===== src/rtl/core/gmfc_pkg.sv =====
// Shared types and constants for the gate fusion block.
package gmfc_pkg;

  localparam int ID_BITS   = 6;
  localparam int LIST_BITS = 18;
  localparam int MAXQ      = 3;

  localparam logic [1:0] REQ_LOAD_A = 2'd0;
  localparam logic [1:0] REQ_LOAD_B = 2'd1;
  localparam logic [1:0] REQ_FUSE   = 2'd2;
  localparam logic [1:0] REQ_NOP    = 2'd3;

  localparam logic [1:0] REG_A_COUNT = 2'd0;
  localparam logic [1:0] REG_B_COUNT = 2'd1;
  localparam logic [1:0] REG_A_LIST  = 2'd2;
  localparam logic [1:0] REG_B_LIST  = 2'd3;

  // Item handed from the front part to the back part through the queue.
  typedef struct packed {
    logic [1:0]  req_type;
    logic [5:0]  elem_index;
    logic [31:0] word;
  } cmd_t;

endpackage


===== src/rtl/core/gmfc_front.sv =====
// Front part: accepts items, drops no-op requests, queues the rest.
module gmfc_front (
  input  logic                 clk,
  input  logic                 rst,
  input  logic                 start,
  input  logic [1:0]           req_type,
  input  logic [5:0]           elem_index,
  input  logic signed [15:0]   elem_re,
  input  logic signed [15:0]   elem_im,
  output logic                 busy,
  output gmfc_pkg::cmd_t       cmd,
  output logic                 cmd_valid,
  input  logic                 cmd_take
);
  import gmfc_pkg::*;

  cmd_t       q [4];
  logic [1:0] wr_ptr, rd_ptr;
  logic [2:0] fill;
  logic       push, pop;

  assign busy      = (fill >= 3'd3);
  assign push      = start && !busy && (req_type != REQ_NOP);
  assign cmd_valid = (fill != 3'd0);
  assign pop       = cmd_valid && cmd_take;
  assign cmd       = q[rd_ptr];

  always_ff @(posedge clk) begin
    if (rst) begin
      wr_ptr <= '0;
      rd_ptr <= '0;
      fill   <= '0;
    end else begin
      if (push) wr_ptr <= wr_ptr + 2'd1;
      if (pop)  rd_ptr <= rd_ptr + 2'd1;
      fill <= fill + {2'b0, push} - {2'b0, pop};
    end
  end

  always_ff @(posedge clk) begin
    if (push) q[wr_ptr] <= '{req_type, elem_index, {elem_re, elem_im}};
  end

  property p_no_overflow;
    @(posedge clk) disable iff (rst) fill <= 3'd4;
  endproperty
  assert property (p_no_overflow) else $error("queue overflow");

  property p_pop_nonempty;
    @(posedge clk) disable iff (rst) cmd_take |-> (fill != 3'd0) || !pop;
  endproperty
  assert property (p_pop_nonempty) else $error("pop from empty queue");

  property p_fill_step;
    @(posedge clk) disable iff (rst) (push && !pop) |=> fill == $past(fill) + 3'd1;
  endproperty
  assert property (p_fill_step) else $error("fill count slip");

endmodule


===== config.mk =====
export PLATFORM = sky130hd
export DESIGN_NAME = gmfc_front
export DESIGN_NICKNAME = d
export VERILOG_FILES = /design/src/rtl/core/gmfc_pkg.sv /design/src/rtl/core/gmfc_front.sv
export SDC_FILE = /design/constraint.sdc
export NUM_CORES = 1
export LEC_CHECK = 0
export ABC_AREA = 1
export BUFFER_PORTS_ARGS = -buffer_cell sky130_fd_sc_hd__clkbuf_2
export CORE_MARGIN = 1
export CORE_UTILIZATION = 40
export DETAILED_ROUTE_END_ITERATION = 12
export PLACE_DENSITY = 0.62
export REMOVE_ABC_BUFFERS = 1
export SLEW_MARGIN = 40
export SYNTH_ARGS = -nofsm -noshare
export SYNTH_HDL_FRONTEND = slang
export SYNTH_SLANG_ARGS = --single-unit
export TNS_END_PERCENT = 100

===== constraint.sdc =====
create_clock -name clk -period 3.8 [get_ports clk]
set_clock_uncertainty 0.05 [all_clocks]
set_input_delay 0.19 -clock clk [delete_from_list [all_inputs] [get_ports clk]]
set_output_delay 0.19 -clock clk [all_outputs]
set_load 0.05 [all_outputs]

==> impl_results.md <==
* DIE HEIGHT at 129 microns
* Largest family of logic cells by synthesized area: compound AO/OA/AOI/OAI gates
* Area Growth Syn to Fin at 25.3%
* Internal Dissipation at 3640 uW
* Detailed-route wire length at 13000 microns
* Max-slew headroom at 0.473
* Psw at 2170 uW
* CTS buffer count at 17
* WP buf/inv at 2
* Post-synthesis compound-gate area fraction at 0.103
* Setup TNS at 0 ns
* Top Usage Layer GRT: met2
* Mapped cell area at 0.00647 sq mm
* Vias per inst at 4.91
* Final min period at 2.67 ns
* Setup WS pre-CTS at 1.42 ns
* Die X at 129 microns
* Largest net degree at the start of global routing at 81
* Die area at 0.0167 sq mm
* Worst setup SP type: flop
* Vias at 4029
* Row Count at 46
* Vias in the first global route at 4011
* Routed len/inst at 15.9 microns
* Synth Area in XOR/XNOR at 0.00135
* Total grt overflow at 0
* Clock power share at 0.288
* DPL Wire Length at 7950 microns
* Crit path max fanout at 41
* Nets at 644
* Max VDD drop at 489 uV
* Clock slew seen by the registers of the worst setup and hold paths at 0.06 ns
* Clk_lat worst skew at 0.42 ns
* CP required at 3.56 ns
* Register bit total from synthesis at 169
* First-pass GRT wire length at 20500 microns
* GRT Util Overall at 0.166
* CP top delay family: flip-flops
* Power per Cell Area at 717 mW/mm^2
* Core area at 0.0158 sq mm
* Max Clk Rate at 0.374 GHz
* Antenna-violating nets left at 0
* Setup slack after layout at 1.13 ns
* Post-Synth Simple-Gate Area at 0.0679
* Post-synthesis mux area share at 0
* Net Sw Frac at 0.373
* Post-synth top area cell: edfxtp_1
* EDFF count, synth at 160
* Synth Flop Type: edfxtp_1
* Flop pwr share at 0.400
* Drt drc at 0
* Global placement routability congestion at 0.749
* Count leader, synth: edfxtp_1
* Worst setup EP type: output port
* Syn Inst Count at 461
* Crit share post-route at 0.703
* Post-synth top area share at 0.743
* Met3 Use GR at 0.0467
* # fillers at 1336
* Clk root buf: clkbuf_16
* Routing usage on met2 at 0.268
* Combinational cell fraction of total power at 0.312
* Buffers on Ports at 85
* CTS resizes at 0
* Cell Chain, Critical Path: inv_2, o21ai_1, o22ai_1, clkbuf_2
* Iteration-0 DRC Markers at 262
* # diodes at 0
* Ys async rst share at 0
* H-Tree Depth at 4
* Slew Limit Fails at 0
* Seq/Total Area, Yosys at 0.771
* Share of cells above drive strength 1 at 0.226
* Synth cell types at 20
* Clock tree buffer depth at 2
* Mean Syn Cell Area at 14.0 sq um
* Met1 Track Usage GR at 0.219
* Setup Viol. Count Final at 0
* Initial antenna violation count at 0
* Hold/Removal Path Class: in2reg
* Initial core utilization at 0.409
* Outcome: finished, final reports clean
* CTS tree: yes
* Yosys Warn Count at 0
* Slew @ Worst Pin at 0.791 ns
* Static Leakage at 0.00294 uW
* Crit Path Class: reg2out
* Hold WS at 0.0408 ns
* First-pass DRT Iterations at 4
* Slowest CP cell: dfxtp_2
* Largest stage delay, worst path at 0.85 ns
* Power Total at 5810 uW
* Top cells by area, synth: edfxtp_1 (74%), nor2_1 (5.3%), o22ai_1 (3.9%)
* Adder-cell area share of the yosys netlist at 0.0166
* Final hold violation count at 0
* IO Pins at 86
* Synth cell count leaders: edfxtp_1 (160), nor2_1 (92), o21ai_0 (40), o21ai_1 (40), o22ai_1 (40)
* Critical Path AT at 2.43 ns
* Clk sinks at 169
* RSZ-0062 raised after global routing: no
* MaxCap Viol Count at 0
power by group through the flow:
stage                     logic, uW  registers (uW)  clock network, uW
after detailed placement       1790            2360                  0
after global placement         1760            2360                  0
after floorplan                1270            2370                  0
final                          1810            2320               1670
after CTS                      1830            2320               1710
after global routing           1940            2340               1770
repair_timing:
action,in CTS,in global routing
setup buffers,0,0
endpoints found under the hold margin,165,0
hold buffers,41,0
through the flow:
stage	std cells	util	instance area (sq um)
after floorplan	436	-	6290
after global placement	747	0.448	7090
after detailed placement	747	0.448	7090
after CTS	820	0.511	8090
after global routing	821	0.512	8100
final	821	0.512	8100
registers in the layout, indices dropped and copies added (netlist names), named ones only:
register,flops
q,160
wr_ptr,2
rd_ptr,2
fill,3
worst register-to-register path: stages (launching register included):
cell     delay [ns]
dfxtp_1        0.35
inv_2          0.05
ha_1           0.18
nand2_1        0.07
nand3_1        0.09
nor2_2         0.15
inv_2          0.13
ha_1           0.31
inv_1          0.06
ha_1           0.13
inv_1          0.05
fa_1           0.37
xor2_1         0.16
nor2_1         0.05
layout make-up:
class                      instances  area [sq um]  area share
sequential                       169          4990       0.616
timing repair buffer             137           926       0.114
multi-input combinational        246          1250       0.154
inverter                          21          83.8      0.0103
clock inverter                     9          83.8      0.0103
tap                              216           270      0.0334
clock buffer                      23           500      0.0618
path summary, 6_finish.rpt:
path	from	end	slack [ns]	cells past startpoint
max	flop	cmd[8]	1.13	4
min	cmd_take	flop	0.04	3
min reg2reg	rd_ptr[1]	flop	0.45	2
max reg2reg	fill[2]	fill[2]	1.47	13
cells in the final DEF, fill, tap and decap left out, types with 5 or more instances in the layout:
cell           instances
ha_1                   7
o22ai_1               40
clkbuf_2              85
nand2_1               15
inv_1                 17
o21ai_0               40
edfxtp_1             160
buf_4                 10
nor2_1                88
o21ai_1               40
nand3_1                5
dfxtp_1                7
dlygate4sd3_1         41
clkbuf_16             19
layer usage:
metal  share of wire  vias up  routed length, microns
met2            0.48       93                    6230
met3           0.047       13                     609
met1            0.46     1962                    6060
met4           0.011        0                     137
li1                -     1961                       -
met5               0        -                       0
logic make-up (layout without fill, tap and decap cells):
family,count (synthesis),after routing
flops,169,169
compound gates,123,123
simple gates,114,114
buf+inv,46,190
fa+ha+maj,8,8
xor+xnor,1,1
Note: power is estimated with default switching activity, not from simulation.
